### src/hw/rtl/bba_pkg.sv
// ----------------------------------------------------------------------------
// bba_pkg: shared types and codes of the bitmap block allocator
// Request and status codes, controller states, the result beat and
// the free-bit search helper.
// ----------------------------------------------------------------------------
package bba_pkg;

    localparam int WORD_BITS = 32;
    localparam int BIT_W     = 5;
    localparam int ID_W      = 10;
    localparam int STATUS_W  = 2;

    typedef enum logic [0:0] {
        ACT_ALLOC = 1'b0,
        ACT_FREE  = 1'b1
    } t_action;

    typedef enum logic [STATUS_W-1:0] {
        ST_OK   = 2'd0,
        ST_FULL = 2'd1,
        ST_BAD  = 2'd2
    } t_status;

    typedef enum logic [2:0] {
        S_CLEAR,
        S_IDLE,
        S_SCAN,
        S_FREE,
        S_FULL
    } t_state;

    typedef struct packed {
        t_status           status;
        logic [ID_W-1:0]   block_id;
    } t_result;

    // Index of the lowest set bit; zero when none is set.
    function automatic logic [BIT_W-1:0] lowest_set(input logic [WORD_BITS-1:0] v);
        logic [BIT_W-1:0] idx;
        idx = '0;
        for (int i = WORD_BITS - 1; i >= 0; i--) begin
            if (v[i]) begin
                idx = BIT_W'(i);
            end
        end
        return idx;
    endfunction

endpackage

### src/hw/rtl/bba_bitmap_mem.sv
// ----------------------------------------------------------------------------
// bba_bitmap_mem: used-bit storage
// Single write port, single read port, registered read data.
// ----------------------------------------------------------------------------
module bba_bitmap_mem #(
    parameter int DEPTH = 32,
    parameter int AW    = 5
) (
    input  logic                          i_clk,
    input  logic                          i_wr_en,
    input  logic [AW-1:0]                 i_wr_addr,
    input  logic [bba_pkg::WORD_BITS-1:0] i_wr_data,
    input  logic                          i_rd_en,
    input  logic [AW-1:0]                 i_rd_addr,
    output logic [bba_pkg::WORD_BITS-1:0] o_rd_data
);
    import bba_pkg::*;

    logic [WORD_BITS-1:0] r_mem [DEPTH];
    logic [WORD_BITS-1:0] r_rd_data;

    always_ff @(posedge i_clk) begin
        if (i_wr_en) begin
            r_mem[i_wr_addr] <= i_wr_data;
        end
    end

    always_ff @(posedge i_clk) begin
        if (i_rd_en) begin
            r_rd_data <= r_mem[i_rd_addr];
        end
    end

    assign o_rd_data = r_rd_data;

endmodule

### src/hw/rtl/bba_ctrl.sv
// ----------------------------------------------------------------------------
// bba_ctrl: allocator sequencer
// Clears the bitmap after reset, scans words for a free bit on allocate,
// checks and clears a bit on free, and writes the modified word back.
// ----------------------------------------------------------------------------
module bba_ctrl #(
    parameter int NUM_BLOCKS = 1024,
    parameter int NUM_WORDS  = 32,
    parameter int AW         = 5
) (
    input  logic                          i_clk,
    input  logic                          i_rst_n,
    input  logic                          i_in_valid,
    output logic                          o_in_stall,
    input  logic [0:0]                    i_action,
    input  logic [bba_pkg::ID_W-1:0]      i_block_id,
    input  logic [bba_pkg::ID_W-1:0]      i_first_data_block,
    input  logic                          i_res_room,
    output logic                          o_res_valid,
    output bba_pkg::t_result              o_res,
    output logic                          o_wr_en,
    output logic [AW-1:0]                 o_wr_addr,
    output logic [bba_pkg::WORD_BITS-1:0] o_wr_data,
    output logic                          o_rd_en,
    output logic [AW-1:0]                 o_rd_addr,
    input  logic [bba_pkg::WORD_BITS-1:0] i_rd_data
);
    import bba_pkg::*;

    // Wide enough for NUM_BLOCKS itself and for any 10-bit id.
    localparam int IW        = ($clog2(NUM_BLOCKS + 1) > ID_W + 1) ?
                               $clog2(NUM_BLOCKS + 1) : ID_W + 1;
    localparam int LAST_BITS = NUM_BLOCKS - WORD_BITS * (NUM_WORDS - 1);
    localparam logic [WORD_BITS-1:0] TAIL_MASK = (LAST_BITS == WORD_BITS) ?
        '0 : ~((WORD_BITS'(1) << LAST_BITS) - WORD_BITS'(1));
    localparam logic [AW-1:0] LAST_WORD = AW'(NUM_WORDS - 1);

    t_state               r_state, n_state;
    logic [AW-1:0]        r_word, n_word;
    logic                 r_first, n_first;
    logic [BIT_W-1:0]     r_sbit, n_sbit;
    logic [ID_W-1:0]      r_id, n_id;
    logic                 r_id_ok, n_id_ok;

    logic                 accept;
    logic [IW-1:0]        fdb_wide, id_wide;
    logic                 fdb_ok, id_ok;
    logic                 is_alloc;
    logic                 last;
    logic [WORD_BITS-1:0] masked;
    logic [WORD_BITS-1:0] free_vec;
    logic                 found;
    logic [BIT_W-1:0]     bit_pos;
    logic [IW-1:0]        alloc_id;
    logic                 free_hit;

    assign accept   = (r_state == S_IDLE) && i_in_valid;
    assign is_alloc = (t_action'(i_action) == ACT_ALLOC);
    assign fdb_wide = IW'(i_first_data_block);
    assign id_wide  = IW'(i_block_id);
    assign fdb_ok   = fdb_wide < IW'(NUM_BLOCKS);
    assign id_ok    = id_wide < IW'(NUM_BLOCKS);
    assign last     = (r_word == LAST_WORD);

    // Treat bits below the start point and past the end as used.
    assign masked   = i_rd_data
                    | (r_first ? ((WORD_BITS'(1) << r_sbit) - WORD_BITS'(1)) : '0)
                    | (last ? TAIL_MASK : '0);
    assign free_vec = ~masked;
    assign found    = |free_vec;
    assign bit_pos  = lowest_set(free_vec);
    assign alloc_id = IW'({r_word, bit_pos});
    assign free_hit = r_id_ok && i_rd_data[r_id[BIT_W-1:0]];

    // Next state
    always_comb begin
        n_state = r_state;
        unique case (r_state) inside
            S_CLEAR: begin
                if (last) begin
                    n_state = S_IDLE;
                end
            end
            S_IDLE: begin
                if (accept) begin
                    if (!is_alloc) begin
                        n_state = S_FREE;
                    end else if (fdb_ok) begin
                        n_state = S_SCAN;
                    end else begin
                        n_state = S_FULL;
                    end
                end
            end
            S_SCAN: begin
                if ((found || last) && i_res_room) begin
                    n_state = S_IDLE;
                end
            end
            S_FREE, S_FULL: begin
                if (i_res_room) begin
                    n_state = S_IDLE;
                end
            end
            default: n_state = S_CLEAR;
        endcase
    end

    // Outputs and datapath registers' next values
    always_comb begin
        n_word      = r_word;
        n_first     = r_first;
        n_sbit      = r_sbit;
        n_id        = r_id;
        n_id_ok     = r_id_ok;
        o_in_stall  = 1'b1;
        o_res_valid = 1'b0;
        o_res       = '{status: ST_OK, block_id: '0};
        o_wr_en     = 1'b0;
        o_wr_addr   = r_word;
        o_wr_data   = '0;
        o_rd_en     = 1'b0;
        o_rd_addr   = r_word + AW'(1);
        unique case (r_state)
            S_CLEAR: begin
                o_wr_en = 1'b1;
                n_word  = r_word + AW'(1);
            end
            S_IDLE: begin
                o_in_stall = 1'b0;
                if (accept) begin
                    n_id    = i_block_id;
                    n_id_ok = id_ok;
                    n_first = 1'b1;
                    n_sbit  = i_first_data_block[BIT_W-1:0];
                    if (is_alloc) begin
                        n_word    = AW'(fdb_wide >> BIT_W);
                        o_rd_en   = fdb_ok;
                        o_rd_addr = AW'(fdb_wide >> BIT_W);
                    end else begin
                        n_word    = AW'(id_wide >> BIT_W);
                        o_rd_en   = id_ok;
                        o_rd_addr = AW'(id_wide >> BIT_W);
                    end
                end
            end
            S_SCAN: begin
                if (found) begin
                    o_res_valid = 1'b1;
                    o_res       = '{status: ST_OK, block_id: alloc_id[ID_W-1:0]};
                    o_wr_en     = i_res_room;
                    o_wr_data   = i_rd_data | (WORD_BITS'(1) << bit_pos);
                end else if (last) begin
                    o_res_valid = 1'b1;
                    o_res       = '{status: ST_FULL, block_id: '0};
                end else begin
                    // Fetch the next word while this one is examined.
                    o_rd_en = 1'b1;
                    n_word  = r_word + AW'(1);
                    n_first = 1'b0;
                end
            end
            S_FREE: begin
                o_res_valid = 1'b1;
                o_res       = '{status: (free_hit ? ST_OK : ST_BAD), block_id: r_id};
                o_wr_en     = free_hit && i_res_room;
                o_wr_data   = i_rd_data & ~(WORD_BITS'(1) << r_id[BIT_W-1:0]);
            end
            S_FULL: begin
                o_res_valid = 1'b1;
                o_res       = '{status: ST_FULL, block_id: '0};
            end
            default: begin
                n_word = '0;
            end
        endcase
    end

    always_ff @(posedge i_clk) begin
        if (!i_rst_n) begin
            r_state <= S_CLEAR;
            r_word  <= '0;
        end else begin
            r_state <= n_state;
            r_word  <= n_word;
        end
    end

    always_ff @(posedge i_clk) begin
        r_first <= n_first;
        r_sbit  <= n_sbit;
        r_id    <= n_id;
        r_id_ok <= n_id_ok;
    end

endmodule

### src/hw/rtl/bitmap_block_allocator.sv
// ----------------------------------------------------------------------------
// bitmap_block_allocator: first-fit block allocator over a used-bit map
// Top level: configuration register, output register, controller and
// bitmap memory.
// ----------------------------------------------------------------------------
// One used bit per block lives in a memory of 32-bit words. After reset the
// block clears that memory one word at a time and keeps o_in_stall high
// meanwhile; configuration writes are taken during the clear. An allocate
// beat reads the word holding first_data_block and then one word per cycle
// upward until it finds a clear bit; the single memory read port sets this
// pace. The next beat is taken in the cycle after the result is handed on.
// A free beat reads its word when accepted, then checks the bit and writes
// the word back. A result sits in an output register, so the next request
// is accepted while it waits to be taken; while that register is still full
// the controller holds its result and stalls further requests. When no
// block at or above first_data_block is free, the status is full and the
// block number zero; freeing a block that is out of range or not in use
// reports bad and echoes the block number without touching the map. Write
// first_data_block only while no request is outstanding.
// ----------------------------------------------------------------------------
module bitmap_block_allocator #(
    parameter int NUM_BLOCKS = 1024
) (
    input  logic                         i_clk,
    input  logic                         i_rst_n,

    input  logic                         i_cfg_wr_en,
    input  logic [bba_pkg::ID_W-1:0]     i_cfg_wr_data,

    input  logic                         i_in_valid,
    output logic                         o_in_stall,
    input  logic [0:0]                   i_action,
    input  logic [bba_pkg::ID_W-1:0]     i_block_id,

    output logic                         o_out_valid,
    input  logic                         i_out_stall,
    output logic [bba_pkg::STATUS_W-1:0] o_status,
    output logic [bba_pkg::ID_W-1:0]     o_block_id_res
);
    import bba_pkg::*;

    localparam int NUM_WORDS = (NUM_BLOCKS + WORD_BITS - 1) / WORD_BITS;
    localparam int AW        = (NUM_WORDS > 1) ? $clog2(NUM_WORDS) : 1;
    localparam logic [ID_W-1:0] FDB_RESET = 10'd64;

    logic [ID_W-1:0]      r_first_data_block;
    logic                 r_out_valid, n_out_valid;
    t_result              r_out, n_out;

    logic                 res_room;
    logic                 res_valid;
    t_result              res;
    logic                 wr_en;
    logic [AW-1:0]        wr_addr;
    logic [WORD_BITS-1:0] wr_data;
    logic                 rd_en;
    logic [AW-1:0]        rd_addr;
    logic [WORD_BITS-1:0] rd_data;

    // Configuration register: plain write, no read-back.
    always_ff @(posedge i_clk) begin
        if (!i_rst_n) begin
            r_first_data_block <= FDB_RESET;
        end else if (i_cfg_wr_en) begin
            r_first_data_block <= i_cfg_wr_data;
        end
    end

    // The output register can take a new beat when empty or being drained.
    assign res_room = !r_out_valid || !i_out_stall;

    always_comb begin
        n_out_valid = r_out_valid;
        n_out       = r_out;
        if (res_valid && res_room) begin
            n_out_valid = 1'b1;
            n_out       = res;
        end else if (r_out_valid && !i_out_stall) begin
            n_out_valid = 1'b0;
        end
    end

    always_ff @(posedge i_clk) begin
        if (!i_rst_n) begin
            r_out_valid <= 1'b0;
        end else begin
            r_out_valid <= n_out_valid;
        end
    end

    // Hold the payload while the beat is stalled.
    always_ff @(posedge i_clk) begin
        r_out <= n_out;
    end

    assign o_out_valid    = r_out_valid;
    assign o_status       = r_out.status;
    assign o_block_id_res = r_out.block_id;

    bba_ctrl #(
        .NUM_BLOCKS (NUM_BLOCKS),
        .NUM_WORDS  (NUM_WORDS),
        .AW         (AW)
    ) u_ctrl (
        .i_clk              (i_clk),
        .i_rst_n            (i_rst_n),
        .i_in_valid         (i_in_valid),
        .o_in_stall         (o_in_stall),
        .i_action           (i_action),
        .i_block_id         (i_block_id),
        .i_first_data_block (r_first_data_block),
        .i_res_room         (res_room),
        .o_res_valid        (res_valid),
        .o_res              (res),
        .o_wr_en            (wr_en),
        .o_wr_addr          (wr_addr),
        .o_wr_data          (wr_data),
        .o_rd_en            (rd_en),
        .o_rd_addr          (rd_addr),
        .i_rd_data          (rd_data)
    );

    bba_bitmap_mem #(
        .DEPTH (NUM_WORDS),
        .AW    (AW)
    ) u_mem (
        .i_clk     (i_clk),
        .i_wr_en   (wr_en),
        .i_wr_addr (wr_addr),
        .i_wr_data (wr_data),
        .i_rd_en   (rd_en),
        .i_rd_addr (rd_addr),
        .o_rd_data (rd_data)
    );

endmodule
### config.mk
export PLATFORM = sky130hd
export DESIGN_NAME = bitmap_block_allocator
export DESIGN_NICKNAME = d
export VERILOG_FILES = /design/src/hw/rtl/bba_pkg.sv /design/src/hw/rtl/bba_bitmap_mem.sv /design/src/hw/rtl/bba_ctrl.sv /design/src/hw/rtl/bitmap_block_allocator.sv
export SDC_FILE = /design/constraint.sdc
export NUM_CORES = 2
export LEC_CHECK = 0
export ABC_AREA = 1
export BUFFER_PORTS_ARGS = -buffer_cell sky130_fd_sc_hd__buf_2
export CAP_MARGIN = 20
export CORE_MARGIN = 1.5
export CORE_UTILIZATION = 50
export CTS_BUF_LIST = sky130_fd_sc_hd__clkbuf_2 sky130_fd_sc_hd__clkbuf_4 sky130_fd_sc_hd__clkbuf_8
export DETAILED_ROUTE_END_ITERATION = 8
export GPL_ROUTABILITY_DRIVEN = 0
export MAX_ROUTING_LAYER = met4
export PLACE_DENSITY_LB_ADDON = 0.1
export RECOVER_POWER = 100
export SYNTH_ARGS = -nofsm -noshare
export SYNTH_HDL_FRONTEND = slang
export SYNTH_SLANG_ARGS = --single-unit
### constraint.sdc
create_clock -name i_clk -period 5.41 [get_ports i_clk]
set_input_delay 1.623 -clock i_clk [delete_from_list [all_inputs] [get_ports i_clk]]
set_output_delay 1.623 -clock i_clk [all_outputs]
set_load 0.02 [all_outputs]
## Word level (Yosys, flattened, before mapping)

Memories as Yosys holds them, arrays and structs flattened. A register that Yosys moved wholly into a read port is not among the register bits.
Cells that the tools add are included.

| operators by class | value |
|---|---|
| add/subtract/negate cells | 2 |
| bitwise operators | 6 |
| div/mod/pow operators | 0 |
| magnitude comparators | 3 |
| multiply operators | 0 |
| muxes and demuxes | 74 |
| eq/ne operators | 11 |
| shift operators | 3 |
| reduce and logical (&&, ||, !) cells | 19 |

Operator list:

| kind | number |
|---|---|
| $mux W5 | 38 |
| $shl A1 B5 Y32 const A | 3 |
| $mux W32 | 2 |
| $not A32 Y32 | 2 |
| $or A32 B32 Y32 | 2 |
| $pmux W32 S2 | 1 |
| $pmux W12 S3 | 1 |
| $and A32 B32 Y32 | 1 |
| $reduce_or A32 Y1 | 1 |
| $sub A32 B1 Y32 const B | 1 |
| $lt A10 B11 Y1 const B | 2 |
| $pmux W5 S4 | 1 |
| $mux W3 | 6 |
| $mux W1 | 16 |
| $mux W12 | 1 |
| $pmux W3 S4 | 1 |
| $reduce_and A4 Y1 | 3 |
| $mux W11 | 1 |
| $eq A3 B2 Y1 const B | 2 |
| $logic_and A1 B1 Y1 | 6 |
| $lt A5 B6 Y1 const B | 1 |
| $ne A2 B1 Y1 const B | 3 |
| $ne A2 B2 Y1 const B | 3 |
| $pmux W1 S2 | 3 |
| 14 further kinds | 17 |

| storage, ports and cells | value |
|---|---|
| register bits | 48 |
| bits in writable memories | 1024 |
| input port bits | 26 |
| logic and storage cells | 129 |
| latch bits | 0 |
| memories | 1 |
| bits in read-only memories | 0 |

Memory list:

| name | depth | width | rd ports | clocked after Yosys merged registers in | write ports | line | source |
|---|---|---|---|---|---|---|---|
| u_mem.r_mem | 32 | 32 | 1 | 1 | 1 | bba_bitmap_mem.sv:19 | `logic [WORD_BITS-1:0] r_mem [DEPTH];` |

## Longest topological paths before layout

| logic depth | value |
|---|---|
| word-level depth | 41 |
| mapped depth | 49 |
| mapped depth without buffers | 48 |

## Cells and area by module

From an unflattened synthesis, not the netlist that was laid out.

| second synthesis, totals | value |
|---|---|
| cells, all modules | 4278 |
| area total of the unflattened synthesis | 47500.6 um2 |

By module, submodules not included:

| module | cells each | area an instance (um2) | times used |
|---|---|---|---|
| bba_bitmap_mem | 3536 | 42726.0 | 1 |
| bba_ctrl | 663 | 3965.1 | 1 |
| bitmap_block_allocator | 79 | 809.5 | 1 |

## Worst setup path before layout

Ideal clock, no wire load.

| path | value |
|---|---|
| kind | reg-to-reg |
| from | reg u_ctrl.r_sbit[3] |
| to | reg u_mem.r_rd_data[0] (netlist: u_mem.o_rd_data[0]) (read register of u_mem.r_mem) (enable) |
| stages on the path, launching flop included | 22 |
| setup slack | 38 ps |
| path buffers | 2 |
| data required time | 4940 ps |
| data arrival time | 4902 ps |
| cell sequence | edfxtp_1 buf_4 inv_4 buf_6 nand4_1 ha_1 inv_1 nor2_4 nand2_2 nor2_2 inv_2 o21ai_0 nand2_1 o21ai_0 nand2_1 nor2_1 nand2_1 nor2_1 nand2_1 inv_1 nand3_1 a21boi_0 |

| between the ends | value |
|---|---|
| word-level cells in the longest chain between the ends | 8 |

Ends and longest elaborated chain:

| element | line | source |
|---|---|---|
| start, declared | bba_ctrl.sv:41 | `logic [BIT_W-1:0] r_sbit, n_sbit;` |
| start signal, assigned | bba_ctrl.sv:191 | `r_sbit <= n_sbit;` |
| $shl A1 B5 Y32 | bba_ctrl.sv:67 | `\| (r_first ? ((WORD_BITS'(1) << r_sbit) - WORD_BITS'(1)) : '0)` |
| $sub A32 B1 Y32 | bba_ctrl.sv:67 |  |
| $mux W32 | bba_ctrl.sv:67 |  |
| $or A32 B32 Y32 | bba_ctrl.sv:67 |  |
| $not A32 Y32 | bba_ctrl.sv:69 | `assign free_vec = ~masked;` |
| $reduce_or A32 Y1 | bba_ctrl.sv:70 | `assign found = \|free_vec;` |
| $mux W1 | bba_ctrl.sv:148 | `if (found) begin` |
| $pmux W1 S2 | bba_ctrl.sv:124 | `unique case (r_state)` |
| via rd_en | bitmap_block_allocator.sv:56 | `logic rd_en;` |
| end, declared | bba_bitmap_mem.sv:20 | `logic [WORD_BITS-1:0] r_rd_data;` |

The timed path passes the listed nets, and every way through them passes these cells.
A chain may end at the register's enable or synchronous reset.

## Worst setup path after layout

| path | value |
|---|---|
| from | in i_action |
| to | reg u_mem.r_rd_data[8] (netlist: u_mem.o_rd_data[8]) (read register of u_mem.r_mem) (data pin) |

| between the ends | value |
|---|---|
| word-level cells in the longest chain between the ends | 3 |
| elaborated cells on any way between the ends | 6 |

Ends and longest elaborated chain:

| element | line | source |
|---|---|---|
| start, declared | bitmap_block_allocator.sv:32 | `input logic [0:0] i_action,` |
| $mux W1 / $mux W5 (equally long branches) | bba_ctrl.sv:136 | `if (is_alloc) begin` |
| $mux W1 / $mux W5 (equally long branches) | bba_ctrl.sv:131 | `if (accept) begin` |
| $pmux W1 S2 / $mux W5 (equally long branches) | bba_ctrl.sv:124 |  |

Several ways; a longest one is shown, not always the timed one.

==> impl_metrics.ini <==
[outcome]
status = finished with violations
violations = max-capacitance violations, max-slew violations

[grt]
first_global_vias = 30300
antenna_found_initial = 1
overflow = 0
track_usage = 0.311
grt_max_degree = 165
grt_pass1_wl_um = 203000

[clock_tree]
clk-insertion-delay-late_ns = 0.86
clk_pin_slew_ns = 0.06
cts_buffers = 173
holdBufCountCts = 0
cts-root-buf = clkbuf_8
clock_sinks = 1102
cts.htree.levels = 4
cts_tree = built
clockBufferDepth = 3

[sta]
rsz0062_at_grt = no
setup_viol = 0
worst_pin_slew_ns = 1.85
fin_ws_ns = 0.273
hold_viol = 0
slew_headroom = -0.248
fmax_mhz = 195
skew_ns = 0.0385
tns_ns = 0
slew_violations = 36
period_share = 0.949
period_needed_ns = 5.14

[synth]
synth_most_common_cell = edfxtp_1
synth_top_area_share = 0.720
synth.net_count = 3534
ys_ff_latch = 1102
synth_cell_types = 51
yosysSeqAreaShare = 0.728
synth_edf_count = 1084
yosysWarnings = 0
synthTopCellsByCount = edfxtp_1, nor2_1, o21ai_0, clkbuf_1, nand2_1
synth.avg_cell_area_um2 = 12.9
syn-instance-count = 3498
synth_ff_type = edfxtp_1
async_flop_share = 0
yosysTopAreaCell = edfxtp_1
netlist_area_um2 = 45200
synth.area.top_cells = edfxtp_1, o21ai_0, nor2_1

[critical_path]
rrSetupSlack_ns = 0.33
crit_fanout = 99
path_cells = buf_2 > inv_1 > nand2_1 > nand2_1 > inv_1 > o21ai_0 > inv_8 > clkbuf_2 > o21ai_0 > o22ai_1 > o211a_1 > a311oi_1 > a31oi_1
slowest_stage = o21ai_0
critPathLaunchType = input pin
r2r_cells = 16
critPathArrivalTime_ns = 5.61
rr_startpoint = u_ctrl.r_id[1]$_DFFE_PP_
cp_data_required_time_ns = 5.88
startpoint = i_action
path_class = input pin to flip-flop
r2r-end = u_mem.r_mem[27][24]$_DFFE_PP_
max_stage_delay_ns = 1.39
crit_path_end_kind = flip-flop

[pwr]
ir_worst_vdd_mv = 0.549
power_leakage_nw = 17.3
power.density_nw_per_um2 = 492

[die]
pin_count = 40
start_util = 0.503
die_height_um = 304
fp-row-count = 110
core_area_um2 = 89900
die_area_um2 = 92300
die_w_um = 304

[route]
wl_um = 141000
wl_per_cell_um = 28.5
drc = 0
ant_nets = 0
drt-vias-per-instance = 6.44
drt_iter0_markers = 4534
firstDrtPassIters = 6
via_count = 31800

[placement]
pre_cts_slack_ns = 0.553
port_buffers = 39
dpl.hpwl_um = 74400

[layout]
nets = 3660
drive_gt1_frac = 0.138
area_growth_pct = 12.1
fillers = 7355

[min_path]
hold-path-endpoint = r_first_data_block[6]$_SDFFE_PN1P_
hold_path.class = flip-flop to flip-flop
holdPathStages = 2
min-delay-start = r_first_data_block[6]$_SDFFE_PN1P_

[job]
drv_cap = 2
==> per-stage QoR <==
stage | area, µm² | instances | total power [mW] | hold slack (ns) | utilization
after floorplan | 45200 | 3498 | 15.2 | 0.403 | -
after CTS | 51100 | 4932 | 25.1 | 0.464 | 0.569
after global placement | 47800 | 4619 | 18.2 | 0.450 | 0.532
after global routing | 50700 | 4939 | 26.0 | 0.504 | 0.564
after detailed placement | 47800 | 4619 | 18.4 | 0.448 | 0.532
final | 50700 | 4941 | 24.9 | 0.467 | 0.564
==> state kept, by name (all words and copies together), names as in the netlist <==
name and flops:
u_mem.r_mem 1024, u_mem.o_rd_data 32, o_block_id_res 10, r_first_data_block 10
u_ctrl.r_id 10, u_ctrl.o_wr_addr 5, u_ctrl.r_sbit 5, o_status 2
u_ctrl.r_state 2, o_out_valid 1, u_ctrl.r_first 1
==> power breakdown <==
group	internal, mW	switching, mW	leakage [nW]	total, mW
registers	10.1	0.142	10.6	10.2
logic	2.22	5.74	5.02	7.96
clock network	3.56	3.23	1.72	6.79
total	15.8	9.11	17.3	24.9
==> worst max-delay path, delay by kind of cell <==
family                 cells  cell delay, ns
AO/OA/AOI/OAI              6            2.37
buffers and inverters      5            1.37
AND/OR/NAND/NOR            2            0.19
==> cell families after synthesis <==
family          after synthesis  synth area share
fa+ha+maj                    10           0.00277
compound gates             1102             0.152
xor+xnor                      6           0.00116
simple gates                928            0.0862
buf+inv                     350            0.0300
flops                      1102             0.728
==> timing repair <==
| action | 4_1_cts | 5_1_grt |
|---|---|---|
| resized for setup | 0 | 2 |
| endpoints found under the hold margin | 0 | 0 |
| endpoints found under the setup margin | 0 | 96 |
| buffers inserted | 0 | 0 |
==> per-layer routing <==
| layer | GRT usage | vias up | share of wire |
|---|---|---|---|
| met3 | 0.0437 | 382 | 0.088 |
| met5 | - | - | 0 |
| met2 | 0.485 | 1835 | 0.47 |
| met4 | 0.121 | 0 | 0.041 |
| li1 | - | 13700 | - |
| met1 | 0.416 | 15900 | 0.40 |
==> worst max-delay path by stage <==
| stage | depth (start not counted) | slack, ns | to |
|---|---|---|---|
| after detailed placement | 42 | 0.55 | u_mem.r_mem[24][30]$_DFFE_PP_ |
| final | 13 | 0.27 | u_mem.o_rd_data[8]$_DFFE_PP_ |
| after floorplan | 21 | 0.04 | u_mem.o_rd_data[0]$_DFFE_PP_ |
| after global placement | 47 | 0.45 | u_mem.r_mem[26][10]$_DFFE_PP_ |
| after CTS | 43 | 0.56 | u_mem.r_mem[21][10]$_DFFE_PP_ |
| after global routing | 47 | 0.02 | u_mem.r_mem[7][5]$_DFFE_PP_ |
==> layout by cell type, fill, tap and decap left out, types with 67 or more instances in the layout <==
master,count
clkbuf_4,90
clkbuf_8,175
edfxtp_1,1084
inv_1,81
nand2_1,164
nor2_1,598
o211ai_1,67
o21ai_0,552
o221ai_1,161
o22ai_1,113
==> layout make-up <==
type | count | area, µm² | area share
antenna | 3 | 7.51 | 0.000148
clock buffer | 226 | 2790 | 0.0551
clock inverter | 87 | 523 | 0.0103
inverter | 97 | 388 | 0.00765
multi-input combinational | 2046 | 11100 | 0.220
sequential | 1102 | 32900 | 0.649
tap | 1176 | 1470 | 0.0290
timing repair buffer | 204 | 1470 | 0.0290
Note: power is estimated with default switching activity, not from simulation.
